[config.mk]
export PLATFORM = sky130hd
export DESIGN_NAME = spet_ctrl
export DESIGN_NICKNAME = d
export VERILOG_FILES = /design/src/rtl/spet_pkg.sv /design/src/rtl/spet_ctrl.sv
export SDC_FILE = /design/constraint.sdc
export NUM_CORES = 1
export LEC_CHECK = 0
export ABC_CLOCK_PERIOD_IN_PS = 1600
export BUFFER_PORTS_ARGS = -buffer_cell sky130_fd_sc_hd__buf_4
export CAP_MARGIN = 20
export CORE_UTILIZATION = 40
export DETAILED_ROUTE_END_ITERATION = 8
export PLACE_DENSITY = 0.62
export REMOVE_ABC_BUFFERS = 1
export SYNTH_ARGS = -nofsm -noshare
export SYNTH_HDL_FRONTEND = slang
export SYNTH_SLANG_ARGS = --single-unit
[constraint.sdc]
create_clock -name clk -period 1.6 [get_ports clk]
set_input_delay 0.4 -clock clk [delete_from_list [all_inputs] [get_ports clk]]
set_output_delay 0.4 -clock clk [all_outputs]
set_load 0.1 [all_outputs]
[src/rtl/spet_pkg.sv]
// Shared constants and controller-to-datapath command type for the sparse entry table.
package spet_pkg;

  // Default configuration of the table.
  localparam int CapacityDefault  = 64;
  localparam int KeyBitsDefault   = 16;
  localparam int ValueBitsDefault = 32;

  // Fixed widths of the request and result fields.
  localparam int ActionW = 2;
  localparam int IndexW  = 16;
  localparam int DataW   = 32;
  localparam int StatusW = 2;
  localparam int CountW  = 7;

  // Request actions.
  localparam logic [ActionW-1:0] ACT_INSERT = 2'd0;
  localparam logic [ActionW-1:0] ACT_READ   = 2'd1;
  localparam logic [ActionW-1:0] ACT_DELETE = 2'd2;

  // Result status codes.
  localparam logic [StatusW-1:0] ST_DONE    = 2'd0;
  localparam logic [StatusW-1:0] ST_PRESENT = 2'd1;
  localparam logic [StatusW-1:0] ST_FULL    = 2'd2;
  localparam logic [StatusW-1:0] ST_ABSENT  = 2'd3;

  // Commands from the controller to the datapath.
  typedef struct packed {
    logic clr;     // write an invalid word at the sweep address
    logic latch;   // capture the request and reset the search flags
    logic rd;      // read the slot at the sweep address
    logic commit;  // update the table and load the result register
  } dp_cmd_t;

endpackage

[src/rtl/spet_ctrl.sv]
// Controller state machine: clearing pass, request acceptance, slot sweep and commit.
module spet_ctrl #(
  parameter int CAPACITY = spet_pkg::CapacityDefault
) (
  input  logic                        clk,
  input  logic                        rst_n,
  input  logic                        in_valid,
  output logic                        in_ready,
  input  logic                        res_free,
  output spet_pkg::dp_cmd_t           cmd,
  output logic [$clog2(CAPACITY)-1:0] addr
);

  localparam int AW = $clog2(CAPACITY);
  localparam logic [AW-1:0] LastIdx = AW'(CAPACITY - 1);

  typedef enum logic [2:0] {
    S_CLEAR,
    S_IDLE,
    S_SCAN,
    S_DRAIN,
    S_COMMIT
  } state_t;

  state_t        state_r, state_nxt;
  logic [AW-1:0] cnt_r, cnt_nxt;

  // Next state and sweep counter.
  always_comb begin
    state_nxt = state_r;
    cnt_nxt   = cnt_r;
    case (state_r)
      S_CLEAR: begin
        cnt_nxt = cnt_r + 1'b1;
        if (cnt_r == LastIdx) begin
          state_nxt = S_IDLE;
          cnt_nxt   = '0;
        end
      end
      S_IDLE: begin
        cnt_nxt = '0;
        if (in_valid) begin
          state_nxt = S_SCAN;
        end
      end
      S_SCAN: begin
        cnt_nxt = cnt_r + 1'b1;
        if (cnt_r == LastIdx) begin
          state_nxt = S_DRAIN;
          cnt_nxt   = '0;
        end
      end
      S_DRAIN: begin
        state_nxt = S_COMMIT;
      end
      S_COMMIT: begin
        if (res_free) begin
          state_nxt = S_IDLE;
        end
      end
      default: begin
        state_nxt = S_CLEAR;
        cnt_nxt   = '0;
      end
    endcase
  end

  // State and counter registers.
  always_ff @(posedge clk) begin
    if (!rst_n) begin
      state_r <= S_CLEAR;
      cnt_r   <= '0;
    end else begin
      state_r <= state_nxt;
      cnt_r   <= cnt_nxt;
    end
  end

  // Commands decoded from the current state.
  assign in_ready   = (state_r == S_IDLE);
  assign addr       = cnt_r;
  assign cmd.clr    = (state_r == S_CLEAR);
  assign cmd.latch  = (state_r == S_IDLE) && in_valid;
  assign cmd.rd     = (state_r == S_SCAN);
  assign cmd.commit = (state_r == S_COMMIT) && res_free;

endmodule

Word level (Yosys, flattened, before mapping):

Index checks and enable logic that the tools add are counted.
Widths: inputs -> output; s select.

* bits in registers: 9
* bits of input ports: 4
* output and inout bits: 11
* word-level logic and storage cells: 25

* add/sub/neg operators: 1
* equal/unequal tests: 9
* mux-type cells: 7
* reduce and logical (&&, ||, !) cells: 6

Operators with widths (number)
* $pmux 3 s5: 1
* $mux 3: 4
* $pmux 6 s2: 1
* $add 6x1->6 const B: 1
* $eq 3x2->1 const B: 2
* $eq 6x6->1 const B: 1
* $mux 6: 1
* $ne 2x1->1 const B: 2
* $ne 2x2->1 const B: 2
* $reduce_and 4->1: 1
* $reduce_or 2->1: 2
* $eq 3x1->1 const B: 1
* $eq 3x3->1 const B: 1
* $logic_not 3->1: 1
* $logic_and 1x1->1: 2

Longest topological paths before layout:

* depth after elaboration: 3
* gate-level depth with buffers: 6
* mapped depth without buffers: 5

Worst setup path before layout:

OpenSTA, ideal clock, no wires.

* path type: register to output
* from: register state_r[2]
* to: output cmd[0] (netlist name)
* arrival: 2874 ps
* required time: 1200 ps
* setup slack: -1674 ps
* cell stages (with the launch flop): 4
* buffers on the path: 1
* cells stage by stage: dfxtp_1 -> buf_6 -> or2b_1 -> nor3b_1

RTL lines
* from (decl): line spet_ctrl.sv:25 `state_t state_r, state_nxt;`
* from (signal assigned): line spet_ctrl.sv:74 `state_r <= state_nxt;`
* to (decl): line spet_ctrl.sv:10 `output spet_pkg::dp_cmd_t cmd,`

==> metrics.txt <==
status complete, but fails checks; violations in the final reports setup timing; R2R Path Start state_r[2]; Layout Nets 84; Final Routed Wirelength 1134 um; Post-Route Utilization 0.6385; maximum level of the CTS H-tree 1; # hold bufs at CTS 0; fraction of layout cells with a size suffix above 1 0.4359; largest clock skew in the final design 0.001654 ns; Placer Congestion 0.7104; area of the mapped netlist 523.0 um^2; number of cell rows 12; pin count of the biggest net entering global routing 13; Detail Route met3 WL 45 um; Seq. cell area 185.2 um^2; Fin Setup TNS -0.1202 ns; number of sinks driven by the clock tree 9; Max Slew Vio Count 0; routed metal-1 wirelength 508 um; number of antenna violations at the first check in global routing 0; crit-path max FO 4; height of the chip 38.16 um; number of buffers between clock root and the deepest sink 2; critical setup path kind flip-flop to output port; depth of the worst register-to-register path 5; unrepaired setup endpoints after global routing yes; Period Utilization, post-route 1.049; number of flip-flops and latches in the synthesized netlist 9; Relative slew margins 0.8056; first-pass GRT wire length 1814 um; Clock transition at path regs 0.06 ns; DR WL/cell 12.33 um; root buffer cell clkbuf_4; drt drc 0; First-pass DRT Iterations 5; count of fill cells added during filler insertion 101; setup slack of the most critical reg-to-reg path 0.12 ns; post-layout total power 0.0004952 W; standard cell core area 1156 um^2; vias after detailed routing 476; f_max 596.0 MHz; peak supply drop 0.0003184 V; aggregate global routing overflow 0; crit path time final 1.678 ns; least setup slack across all paths after layout -0.07782 ns; power density normalized to cell area 670.9 nW/um^2; overall global routing resource usage 0.1927; Worst Setup End Kind output port; Hold WS 0.4605 ns; data arrival time of the worst path 1.28 ns; die outline width 38.16 um; starting utilization of the core area 0.4524; leakage power figure 0.3167 nW; number of diodes 0; Netlist cell types 30; area used by multi-input combinational logic 326.6 um^2; CTS tree done; Antenna Violating Nets Remaining 0; path category of the worst min-delay check input port to flip-flop; met2 wire len 567 um; Final Setup Violations 2; data required time at the worst endpoint 1.20 ns; nature of the critical path startpoint flip-flop; area growth from synthesis to layout 41.15%; capture point of the worst reg-to-reg path addr[0]; synthesized area per cell 8.864 um^2; HPWL after DPL 763.7 um; vias in the first global route 434; Total Die Area 1456 um^2; count of yosys warnings during synthesis 0; register area share after synthesis 0.3445; Hold Path End addr[4]; drt via density 5.174; worst hold path depth 3; Gate Count Post-Synth 59; worst-skew pair later-pin latency 0.26 ns; hold path startpoint rst_n; top layer used by detailed routing met4; IO buf count 14; final count of hold timing violations 0; number of max-cap violations 0; number of buffers inserted during clock tree synthesis 3; starting DRC count in detailed routing 9; count of pins on the block boundary 15; pin slew with the least headroom to its limit 0.2886 ns
==> final cells by class <==
class                           count  area share
Timing Repair Buffer               19      0.2424
Tap cell                           14     0.02373
Sequential cell                     9      0.2508
Clock buffer                        4     0.03559
Multi-Input combinational cell     45      0.4424
Inverter                            1    0.005085
==> worst max-delay path: stages (launching register included) <==
cell	delay (ns)
dfxtp_4	0.34
or2b_1	0.25
nor3b_2	0.18
buf_6	0.25
==> through the flow <==
| stage | instances | area, um^2 | setup slack, ns |
|---|---|---|---|
| floorplan | 55 | 485.5 | -1.691 |
| global placement | 85 | 623.1 | 0.1317 |
| detailed placement | 85 | 623.1 | 0.1001 |
| CTS | 91 | 724.4 | -0.07941 |
| global route | 92 | 738.2 | -0.1387 |
| finish | 92 | 738.2 | -0.07782 |
==> placed cells by master, fill, tap and decap left out, drive strengths merged <==
cell    count
dfxtp       9
xnor2       1
nor3b       1
nand3b      2
nor3        2
a22oi       1
a31o        2
inv         1
a211oi      1
o21ai       1
nand2       4
and3        1
o22ai       1
and4b       1
or2b        1
clkbuf      4
mux2        1
a21oi       2
nor2        7
nand3       4
nand2b      2
buf        19
o31ai       1
or3b        1
and2        2
ha          1
xor2        4
nand4b      1
==> report_power, final <==
part           internal, W  total [W]  leakage [nW]  switching (W)
combinational    0.0000235  0.0000893         0.227      0.0000658
clock            0.0000957   0.000170        0.0150      0.0000738
sequential        0.000229   0.000236        0.0744     0.00000698
==> worst max-delay path by stage <==
| stage | startpoint | endpoint | slack, ns | cells after the start |
|---|---|---|---|---|
| floorplan | state_r[2] | cmd[0] | -1.69 | 2 |
| global placement | state_r[0] | cmd[0] | 0.13 | 3 |
| detailed placement | state_r[0] | cmd[0] | 0.10 | 3 |
| CTS | state_r[0] | cmd[0] | -0.08 | 3 |
| global route | state_r[0] | cmd[0] | -0.14 | 3 |
| finish | state_r[0] | cmd[0] | -0.08 | 3 |
==> per-layer routing <==
metal / vias to the layer above / global-route usage
li1: 244 / -
met1: 223 / 0.2107
met2: 7 / 0.2924
met3: 2 / 0.08721
met4: 0 / 0.1339
met5: - / 0
==> cell usage after synthesis <==
cell | instances | area, um^2
nand2_1 | 4 | 15.01
and3_1 | 1 | 6.260
nand4b_1 | 1 | 8.760
xnor2_1 | 1 | 8.760
nand2b_1 | 2 | 12.51
a21oi_1 | 1 | 5.000
o31ai_1 | 1 | 7.510
mux2_2 | 1 | 11.26
nor2_1 | 7 | 26.28
a21oi_2 | 1 | 8.760
buf_6 | 3 | 33.78
o22ai_1 | 1 | 6.260
nand3b_1 | 2 | 15.01
nor3_1 | 2 | 10.01
or3b_1 | 1 | 8.760
a22oi_1 | 1 | 7.510
or2b_1 | 1 | 7.510
xor2_1 | 4 | 35.03
and2_1 | 2 | 12.51
nor3b_1 | 1 | 7.510
clkbuf_1 | 1 | 3.750
inv_1 | 1 | 3.750
nand3_1 | 4 | 20.02
a31o_2 | 1 | 8.760
ha_1 | 1 | 12.51
o21ai_0 | 1 | 5.000
a211oi_1 | 1 | 7.510
dfxtp_1 | 9 | 180.2
a31o_4 | 1 | 17.52
and4b_1 | 1 | 10.01
==> sequential cells by signal (all words and copies together) (netlist names) <==
name,count
addr,6
state_r,3
==> kinds of logic after synthesis <==
group                    count (synthesis)  share of synthesized area
buffers and inverters                    5                    0.07893
adder cells (fa/ha/maj)                  1                    0.02392
XOR/XNOR                                 5                    0.08373
AO/OA/AOI/OAI                            9                     0.1412
flip-flops                               9                     0.3445
AND/OR/NAND/NOR                         29                     0.3062
multiplexers                             1                    0.02153
==> timing repair <==
item	CTS	global route
setup buffers	2	1
setup endpoints to repair	4	5
pin swaps	1	1
endpoints found under the hold margin	0	0
resized for setup	17	2
(Power assumes the default switching activity.)
