$ cat src/rtl/spet_pkg.sv
// Shared constants and controller-to-datapath command type for the sparse entry table.
package spet_pkg;

  // Default configuration of the table.
  localparam int CapacityDefault  = 64;
  localparam int KeyBitsDefault   = 16;
  localparam int ValueBitsDefault = 32;

  // Fixed widths of the request and result fields.
  localparam int ActionW = 2;
  localparam int IndexW  = 16;
  localparam int DataW   = 32;
  localparam int StatusW = 2;
  localparam int CountW  = 7;

  // Request actions.
  localparam logic [ActionW-1:0] ACT_INSERT = 2'd0;
  localparam logic [ActionW-1:0] ACT_READ   = 2'd1;
  localparam logic [ActionW-1:0] ACT_DELETE = 2'd2;

  // Result status codes.
  localparam logic [StatusW-1:0] ST_DONE    = 2'd0;
  localparam logic [StatusW-1:0] ST_PRESENT = 2'd1;
  localparam logic [StatusW-1:0] ST_FULL    = 2'd2;
  localparam logic [StatusW-1:0] ST_ABSENT  = 2'd3;

  // Commands from the controller to the datapath.
  typedef struct packed {
    logic clr;     // write an invalid word at the sweep address
    logic latch;   // capture the request and reset the search flags
    logic rd;      // read the slot at the sweep address
    logic commit;  // update the table and load the result register
  } dp_cmd_t;

endpackage

$ cat src/rtl/spet_dp.sv
// Datapath: slot memory, key compare, free-slot tracking, live count and result register.
module spet_dp #(
  parameter int CAPACITY   = spet_pkg::CapacityDefault,
  parameter int KEY_BITS   = spet_pkg::KeyBitsDefault,
  parameter int VALUE_BITS = spet_pkg::ValueBitsDefault
) (
  input  logic                              clk,
  input  logic                              rst_n,
  input  spet_pkg::dp_cmd_t                 cmd,
  input  logic [$clog2(CAPACITY)-1:0]       addr,
  input  logic [spet_pkg::ActionW-1:0]      in_action,
  input  logic [spet_pkg::IndexW-1:0]       in_row_index,
  input  logic [spet_pkg::IndexW-1:0]       in_col_index,
  input  logic [spet_pkg::DataW-1:0]        in_value,
  output logic                              res_free,
  output logic                              out_valid,
  input  logic                              out_ready,
  output logic [spet_pkg::DataW-1:0]        out_read_value,
  output logic [spet_pkg::StatusW-1:0]      out_status,
  output logic [spet_pkg::CountW-1:0]       out_entry_count
);

  localparam int AW = $clog2(CAPACITY);
  localparam int CW = $clog2(CAPACITY + 1);
  localparam int WW = 1 + 2 * KEY_BITS + VALUE_BITS;

  // Slot memory: {valid, row, column, data} per slot.
  logic [WW-1:0] mem [CAPACITY];
  logic [WW-1:0] rd_word_r;
  logic          mem_we;
  logic [AW-1:0] mem_waddr;
  logic [WW-1:0] mem_wdata;

  // Captured request.
  logic [spet_pkg::ActionW-1:0] req_act_r;
  logic [KEY_BITS-1:0]          req_row_r;
  logic [KEY_BITS-1:0]          req_col_r;
  logic [VALUE_BITS-1:0]        req_data_r;

  // Search state.
  logic                  rd_pend_r;
  logic [AW-1:0]         rd_idx_r;
  logic                  hit_r;
  logic [AW-1:0]         hit_idx_r;
  logic [VALUE_BITS-1:0] hit_data_r;
  logic                  free_r;
  logic [AW-1:0]         free_idx_r;
  logic [CW-1:0]         count_r;

  // Result register.
  logic                         out_valid_r;
  logic [spet_pkg::DataW-1:0]   out_rv_r;
  logic [spet_pkg::StatusW-1:0] out_st_r;
  logic [spet_pkg::CountW-1:0]  out_cnt_r;

  // Fields of the word just read.
  logic                  w_valid;
  logic [KEY_BITS-1:0]   w_row;
  logic [KEY_BITS-1:0]   w_col;
  logic [VALUE_BITS-1:0] w_data;

  assign w_valid = rd_word_r[WW-1];
  assign w_row   = rd_word_r[WW-2 -: KEY_BITS];
  assign w_col   = rd_word_r[WW-2-KEY_BITS -: KEY_BITS];
  assign w_data  = rd_word_r[VALUE_BITS-1:0];

  // Outcome of the request once the sweep is complete.
  logic                         do_ins;
  logic                         do_del;
  logic [spet_pkg::StatusW-1:0] res_st;
  logic [spet_pkg::DataW-1:0]   res_rv;
  logic [CW-1:0]                count_nxt;

  always_comb begin
    do_ins    = 1'b0;
    do_del    = 1'b0;
    res_st    = spet_pkg::ST_DONE;
    res_rv    = '0;
    count_nxt = count_r;
    case (req_act_r)
      spet_pkg::ACT_INSERT: begin
        if (hit_r) begin
          res_st = spet_pkg::ST_PRESENT;
        end else if (!free_r) begin
          res_st = spet_pkg::ST_FULL;
        end else begin
          do_ins    = 1'b1;
          count_nxt = count_r + 1'b1;
        end
      end
      spet_pkg::ACT_READ: begin
        if (hit_r) begin
          res_rv = spet_pkg::DataW'(hit_data_r);
        end else begin
          res_st = spet_pkg::ST_ABSENT;
        end
      end
      spet_pkg::ACT_DELETE: begin
        if (hit_r) begin
          do_del    = 1'b1;
          count_nxt = count_r - 1'b1;
        end else begin
          res_st = spet_pkg::ST_ABSENT;
        end
      end
      default: begin
        res_st = spet_pkg::ST_DONE;
      end
    endcase
  end

  // Memory write port: clearing pass, insert into the free slot, or delete at the hit.
  always_comb begin
    mem_we    = 1'b0;
    mem_waddr = addr;
    mem_wdata = '0;
    if (cmd.clr) begin
      mem_we = 1'b1;
    end else if (cmd.commit && do_ins) begin
      mem_we    = 1'b1;
      mem_waddr = free_idx_r;
      mem_wdata = {1'b1, req_row_r, req_col_r, req_data_r};
    end else if (cmd.commit && do_del) begin
      mem_we    = 1'b1;
      mem_waddr = hit_idx_r;
    end
  end

  always_ff @(posedge clk) begin
    if (mem_we) begin
      mem[mem_waddr] <= mem_wdata;
    end
    if (cmd.rd) begin
      rd_word_r <= mem[addr];
    end
  end

  // Request capture and search results.
  always_ff @(posedge clk) begin
    if (cmd.latch) begin
      req_act_r  <= in_action;
      req_row_r  <= KEY_BITS'(in_row_index);
      req_col_r  <= KEY_BITS'(in_col_index);
      req_data_r <= VALUE_BITS'(in_value);
    end
    if (cmd.rd) begin
      rd_idx_r <= addr;
    end
    if (rd_pend_r && !hit_r && w_valid && w_row == req_row_r && w_col == req_col_r) begin
      hit_idx_r  <= rd_idx_r;
      hit_data_r <= w_data;
    end
    if (rd_pend_r && !free_r && !w_valid) begin
      free_idx_r <= rd_idx_r;
    end
  end

  always_ff @(posedge clk) begin
    if (!rst_n) begin
      rd_pend_r <= 1'b0;
      hit_r     <= 1'b0;
      free_r    <= 1'b0;
      count_r   <= '0;
    end else begin
      rd_pend_r <= cmd.rd;
      if (cmd.latch) begin
        hit_r  <= 1'b0;
        free_r <= 1'b0;
      end else if (rd_pend_r) begin
        if (w_valid && w_row == req_row_r && w_col == req_col_r) begin
          hit_r <= 1'b1;
        end
        if (!w_valid) begin
          free_r <= 1'b1;
        end
      end
      if (cmd.commit) begin
        count_r <= count_nxt;
      end
    end
  end

  // Result register: loaded at commit, emptied by an output transfer.
  assign res_free = !out_valid_r || out_ready;

  always_ff @(posedge clk) begin
    if (!rst_n) begin
      out_valid_r <= 1'b0;
    end else if (cmd.commit) begin
      out_valid_r <= 1'b1;
    end else if (out_ready) begin
      out_valid_r <= 1'b0;
    end
  end

  always_ff @(posedge clk) begin
    if (cmd.commit) begin
      out_rv_r  <= res_rv;
      out_st_r  <= res_st;
      out_cnt_r <= spet_pkg::CountW'(count_nxt);
    end
  end

  assign out_valid       = out_valid_r;
  assign out_read_value  = out_rv_r;
  assign out_status      = out_st_r;
  assign out_entry_count = out_cnt_r;

`ifndef SYNTHESIS
  // The live count never exceeds the capacity.
  a_count_bound: assert property (@(posedge clk) disable iff (!rst_n)
    count_r <= CW'(CAPACITY))
    else $error("live count above capacity");

  // A successful insert raises the live count by one.
  a_ins_count: assert property (@(posedge clk) disable iff (!rst_n)
    cmd.commit && do_ins |=> count_r == $past(count_r) + 1'b1)
    else $error("insert did not raise the live count");

  // A successful delete lowers the live count by one.
  a_del_count: assert property (@(posedge clk) disable iff (!rst_n)
    cmd.commit && do_del |=> count_r == $past(count_r) - 1'b1)
    else $error("delete did not lower the live count");

  // A result is never loaded over one that is still waiting.
  a_no_overwrite: assert property (@(posedge clk) disable iff (!rst_n)
    cmd.commit |-> (!out_valid_r || out_ready))
    else $error("result register overwritten");
`endif

endmodule

$ cat config.mk
export PLATFORM = sky130hd
export DESIGN_NAME = spet_dp
export DESIGN_NICKNAME = d
export VERILOG_FILES = /design/src/rtl/spet_pkg.sv /design/src/rtl/spet_dp.sv
export SDC_FILE = /design/constraint.sdc
export NUM_CORES = 2
export LEC_CHECK = 0
export BUFFER_PORTS_ARGS = -buffer_cell sky130_fd_sc_hd__buf_2
export CAP_MARGIN = 5
export CORE_MARGIN = 2
export CORE_UTILIZATION = 50
export DETAILED_ROUTE_END_ITERATION = 8
export PLACE_DENSITY_LB_ADDON = 0.08
export SKIP_CTS_REPAIR_TIMING = 1
export SYNTH_ARGS = -nofsm -noshare
export SYNTH_HDL_FRONTEND = slang
export SYNTH_MEMORY_MAX_BITS = 65536
export SYNTH_SLANG_ARGS = --single-unit
$ cat constraint.sdc
create_clock -name clk -period 6.5 [get_ports clk]
set_input_delay 1.3 -clock clk [delete_from_list [all_inputs] [get_ports clk]]
set_output_delay 1.3 -clock clk [all_outputs]
set_load 0.005 [all_outputs]
# Word level (Yosys, flattened, before mapping)
# Memories as Yosys holds them, arrays and structs flattened. A register that Yosys moved wholly into a read port is not among the register bits.
# Cells that the tools add are included.
# word_totals
regBits,168
latchBits,0
ramBits,4160
mem_bits_ro,0
input_bits,79
out_inout_bits,43
memories,1
# op_classes
n_addsub,2
mul,0
n_div,0
order_cmp,0
n_eq_ne,4
shifts,0
muxes,25
bitwise_logic,2
reduce_logical,22
# memory_table
memory,words,width,rd,rd_clocked_by_memory_dff,wr,line,text
mem,64,65,1,1,1,spet_dp.sv:28,logic [WW-1:0] mem [CAPACITY];
# ops
operator,count
65-bit two-way mux,2
16-bit equality test,2
7-bit two-way mux,3
6-bit two-way mux,3
7-bit case mux with 2 select lines,1
1-bit two-way mux,12
1-bit logical AND,10
"7-bit by 1-bit adder with 7-bit output, second input constant",1
"7-bit by 1-bit subtractor with 7-bit output, second input constant",1
2-bit two-way mux,3
2-bit AND reduction,3
1-bit logical NOT,4
2-bit case mux with 2 select lines,1
2-bit OR reduction,2
"2-bit by 1-bit equality test with 1-bit output, second input constant",1
"2-bit equality test, second input constant",1
2-bit logical NOT,1
1-bit inverter,2
2-bit nonzero test,1
1-bit logical OR,1

# Longest topological paths before layout
# depth
ltp_word,8
depth_mapped,11

# Worst setup path after synthesis
# Ideal clock, no wire load.
# synth_timing
path_type,input to register
from,in addr[1]
to,mem mem[2][0] (netlist name) (enable)
setup_time_ns,0.489
t_arrival_ns,5.588
required_ns,6.011
setup_slack_ns,0.423
cell_stages,8
n_path_buf,5
path_cell_list,buf_4 buf_2 buf_2 buf_2 buf_1 nor3b_1 o21ai_1 nor2_1
# synth_between
elab_chain_len,3
# synth_lines
element,line,text
"start, declared",spet_dp.sv:10,"input logic [$clog2(CAPACITY)-1:0] addr,"
6-bit two-way mux,spet_dp.sv:123,end else if (cmd.commit && do_del) begin
6-bit two-way mux,spet_dp.sv:119,end else if (cmd.commit && do_ins) begin
6-bit two-way mux *,spet_dp.sv:117,if (cmd.clr) begin
"end, declared",spet_dp.sv:28,
# Every way passes the cells marked *; elsewhere a longest branch is shown, timed or not.

# Final worst setup path
# layout_timing
from,reg req_act_r[1] (netlist name)
to,mem mem[49][62] (netlist name) (enable)
# layout_between
elab_chain_len,8
elab_cells_between_ends,14
# layout_lines
element,line,text
"start, declared",spet_dp.sv:35,logic [spet_pkg::ActionW-1:0] req_act_r;
"start signal, assigned",spet_dp.sv:141,req_act_r <= in_action;
2-bit equality test,spet_dp.sv:80,case (req_act_r)
1-bit two-way mux,spet_dp.sv:80,
1-bit logical AND,spet_dp.sv:123,
1-bit two-way mux,spet_dp.sv:123,
1-bit two-way mux,spet_dp.sv:119,
1-bit two-way mux,spet_dp.sv:117,
1-bit two-way mux,spet_dp.sv:130,if (mem_we) begin
1-bit two-way mux (implied by the code),spet_dp.sv:131,mem[mem_waddr] <= mem_wdata;
# Parallel ways exist; a longest one is shown, timed or not.

==> run_results.csv <==
group,metric,value,unit
placed_design,dp_hpwl,255000,microns
cts,cts_buffer_depth,4,
cells_and_area,final_nets,7684,
power_and_ir_drop,p_int,46900,uW
route,drt_pass1_iterations,6,
yosys,synth_cell_type_count,56,
floorplanning,initial_core_util,50.2,%
route,detail-route-antenna-nets,0,
sta,drv_slew,0,
critical_path,crit_chain,"inv_1 > ha_1 > buf_4 > and3b_1 > o211a_1 > mux2i_1 > nand3b_1 > nor2_4 > buf_12",
power_and_ir_drop,p_comb_share,3.6,%
yosys,synth.net_count,7189,
sta,slew_headroom,6.03,%
route,viasPerCell,6.51,
floorplanning,row_count,212,
floorplanning,die_x,582,microns
route,drc,0,
sta,tightestPinTransition,1.40,ns
critical_path,endpoint_kind,"flop",
cts,htree_levels,5,
yosys,avgSynthCellArea,23.5,sq um
worst_hold_path,hold_path_depth,0,
power_and_ir_drop,powerDensity,311,nW/um^2
sta,period_share,77.3,%
critical_path,crit_buf_inv,3,
critical_path,slowest_delay,0.96,ns
power_and_ir_drop,switching_power,12200,uW
power_and_ir_drop,power_frac_seq,52.4,%
critical_path,arrival,5.63,ns
placed_design,place_congestion,0.794,
global_route,grt_max_degree,110,
route,drtIter0Drc,10300,
cts,clkSlewWorstSetupHoldPaths,0.06,ns
yosys,ys_warn_count,0,
yosys,synthMuxAreaShare,16.6,%
sta,skew,0.0677,ns
route,vias,80600,
sta,max_freq,0.199,GHz
power_and_ir_drop,leakagePower,0.0672,uW
floorplanning,die_y,582,microns
global_route,grt_usage,28.1,%
route,wl_per_cell,38.4,microns
critical_path,startpoint_type,"flop",
route,routed_wl,475000,microns
yosys,ys_ff_latch,4393,
job,maxCapViolations,0,
power_and_ir_drop,switching_share,20.7,%
yosys,synth_ff_type,"edfxtp_1",
sta,fin_crit,5.02,ns
critical_path,path_class,"flop to flop",
global_route,first_global_vias,80600,
yosys,yosys.area_share.simple,1.41,%
cts,root_buffer,"clkbuf_16",
cts,cts_sinks,4393,
sta,hold_violations,0,
global_route,grt_pass1_wl,657000,microns
cells_and_area,postLayoutCellArea,190000,sq um
placed_design,io_buffer_count,121,
yosys,yosys.area_share.xor_xnor,0.173,%
critical_path,r2r-start,"req_act_r[1]",
floorplanning,core_area,333000,sq um
floorplanning,io_pins,122,
run_status,outcome,"finished, final reports clean",
yosys,synth-edff-count,4382,
cts,clkLatencyLatePin,1.01,ns
yosys,synth_top_family_by_area,"multiplexers",
sta,rsz0062_at_grt,"no",
yosys,synth_compound_area_share,1.65,%
global_route,antenna_found_initial,21,
critical_path,rr_worst_depth,9,
critical_path,worstPathMaxFanout,42,
sta,tns,0,ns
critical_path,cp.required,7.11,ns
yosys,syn-cell-area,167000,sq um
yosys,synth_cells,7104,
worst_hold_path,hold_path_class,"flop to flop",
cells_and_area,layout-drive-gt1-share,28.9,%
power_and_ir_drop,peakVddDrop,266,uV
sta,hold_slack,0.419,ns
cells_and_area,area_growth,13.7,%
yosys,async_reset_ff_share,0,%
critical_path,worst-path-stages,9,
power_and_ir_drop,clkPwrFrac,44.1,%
yosys,ys_seq_area_share,78.9,%
critical_path,crit_slowest_cell,"nor2_4",
floorplanning,die_area,339000,sq um
sta,final-setup-viol-count,0,
global_route,grt_overflow_total,0,
cts,cts_tree,"done",
critical_path,path_delay_family,"simple AND/OR/NAND/NOR gates",
cts,numCtsBuffers,451,
worst_hold_path,holdCritStartpoint,"rd_word_r[18]",
placed_design,dpl_cell_area,175000,sq um
critical_path,crit_start,"req_act_r[1]",
yosys,synth_adder_area_share,0.0449,%
## routing by layer
metal,up-vias,global-route usage (%),wire (microns)
li1,31500,-,-
met1,44500,40.9,194000
met2,3963,44.9,228000
met3,625,4.43,39600
met4,2,7.39,14000
met5,-,0,13
## per-stage QoR
stage	cells	power (uW)	setup slack (ns)	util [%]
2_1_floorplan	7104	32800	0.423	-
3_3_place_gp	11500	33700	1.03	52.6
3_5_place_dp	11500	33700	1.02	52.6
4_1_cts	12400	59600	1.59	57.0
5_1_grt	12400	60700	1.21	57.0
6_report	12400	59200	1.48	57.0
## layout by cell type, fill, tap and decap left out, types with 69 or more instances in the layout
| cell type | synthesis | layout |
|---|---|---|
| nor2_1 | 136 | 69 |
| buf_2 | 96 | 112 |
| edfxtp_1 | 4382 | 4382 |
| a22oi_1 | 166 | 166 |
| clkinv_2 | 0 | 103 |
| mux4_2 | 1098 | 1098 |
| buf_4 | 55 | 232 |
| mux2i_1 | 298 | 298 |
| clkbuf_1 | 151 | 76 |
| clkinv_1 | 1 | 105 |
| buf_12 | 0 | 77 |
| a21oi_1 | 70 | 70 |
| clkbuf_16 | 0 | 461 |
## cell usage after synthesis, types with 3 or more instances
library cell | n | area [sq um]
buf_1 | 58 | 218
nor2b_1 | 9 | 56.3
o211ai_1 | 22 | 165
xor2_1 | 3 | 26.3
nand2_1 | 69 | 259
o21ai_1 | 44 | 220
mux2i_1 | 298 | 2980
buf_6 | 18 | 203
a221oi_1 | 3 | 26.3
mux4_2 | 1098 | 24700
nand4_1 | 10 | 62.6
mux2_2 | 6 | 67.6
a22oi_1 | 166 | 1250
and3_1 | 37 | 231
xnor2_1 | 30 | 263
a211oi_1 | 3 | 22.5
inv_1 | 13 | 48.8
and2_1 | 69 | 432
ha_1 | 6 | 75.1
o221ai_1 | 24 | 210
edfxtp_1 | 4382 | 132000
or4_1 | 20 | 150
buf_2 | 96 | 480
clkbuf_1 | 151 | 567
buf_4 | 55 | 413
nand2b_1 | 24 | 150
nor2_1 | 136 | 510
nor3_1 | 41 | 205
a32oi_1 | 6 | 52.6
a21oi_1 | 70 | 350
o22ai_1 | 52 | 325
nand3_1 | 29 | 145
nor3b_1 | 4 | 30.0
dfxtp_1 | 11 | 220
nand3b_1 | 5 | 37.5
buf_8 | 7 | 105
## power groups by stage
stage / Sequential [uW] / Clock [uW] / Combinational, uW
2_1_floorplan: 31500 / 0 / 1300
3_3_place_gp: 31600 / 0 / 2130
3_5_place_dp: 31600 / 0 / 2130
4_1_cts: 31000 / 26500 / 2140
5_1_grt: 31000 / 27500 / 2210
6_report: 31000 / 26100 / 2120
## flip-flops by register name (all words and copies together), names as in the netlist
register / flops
out_read_value: 32
rd_word_r: 65
rd_idx_r: 6
out_entry_count: 7
req_data_r: 32
free_r: 1
mem: 4160
req_col_r: 16
out_valid: 1
hit_r: 1
req_act_r: 2
out_status: 2
hit_idx_r: 6
hit_data_r: 32
req_row_r: 16
rd_pend_r: 1
free_idx_r: 6
count_r: 7
## final cells by class
cell class	count	area (sq um)
flip-flops and latches	4393	132000
fillers	24300	143000
diodes	5	12.5
clock buffers	536	11800
inverters	14	57.6
clock inverters	304	3100
well taps	4387	5490
multi-input cells	2312	33800
repair buffers	427	3940
## cells by family (layout without fill, tap and decap cells)
family	count (synthesis)	count (layout)
mux	1402	1402
simple gates	464	464
buf+inv	399	1281
xor+xnor	33	33
other cells	0	5
compound gates	407	407
fa+ha+maj	6	6
flops	4393	4393
## path summary, 6_finish.rpt
| check | to | slack, ns |
|---|---|---|
| setup / recovery | mem[49][62] | 1.48 |
| hold / removal | hit_data_r[18] | 0.42 |
| hold reg to reg | hit_data_r[18] | 0.42 |
| setup reg to reg | mem[49][62] | 1.48 |
Note: power is estimated with default switching activity, not from simulation.
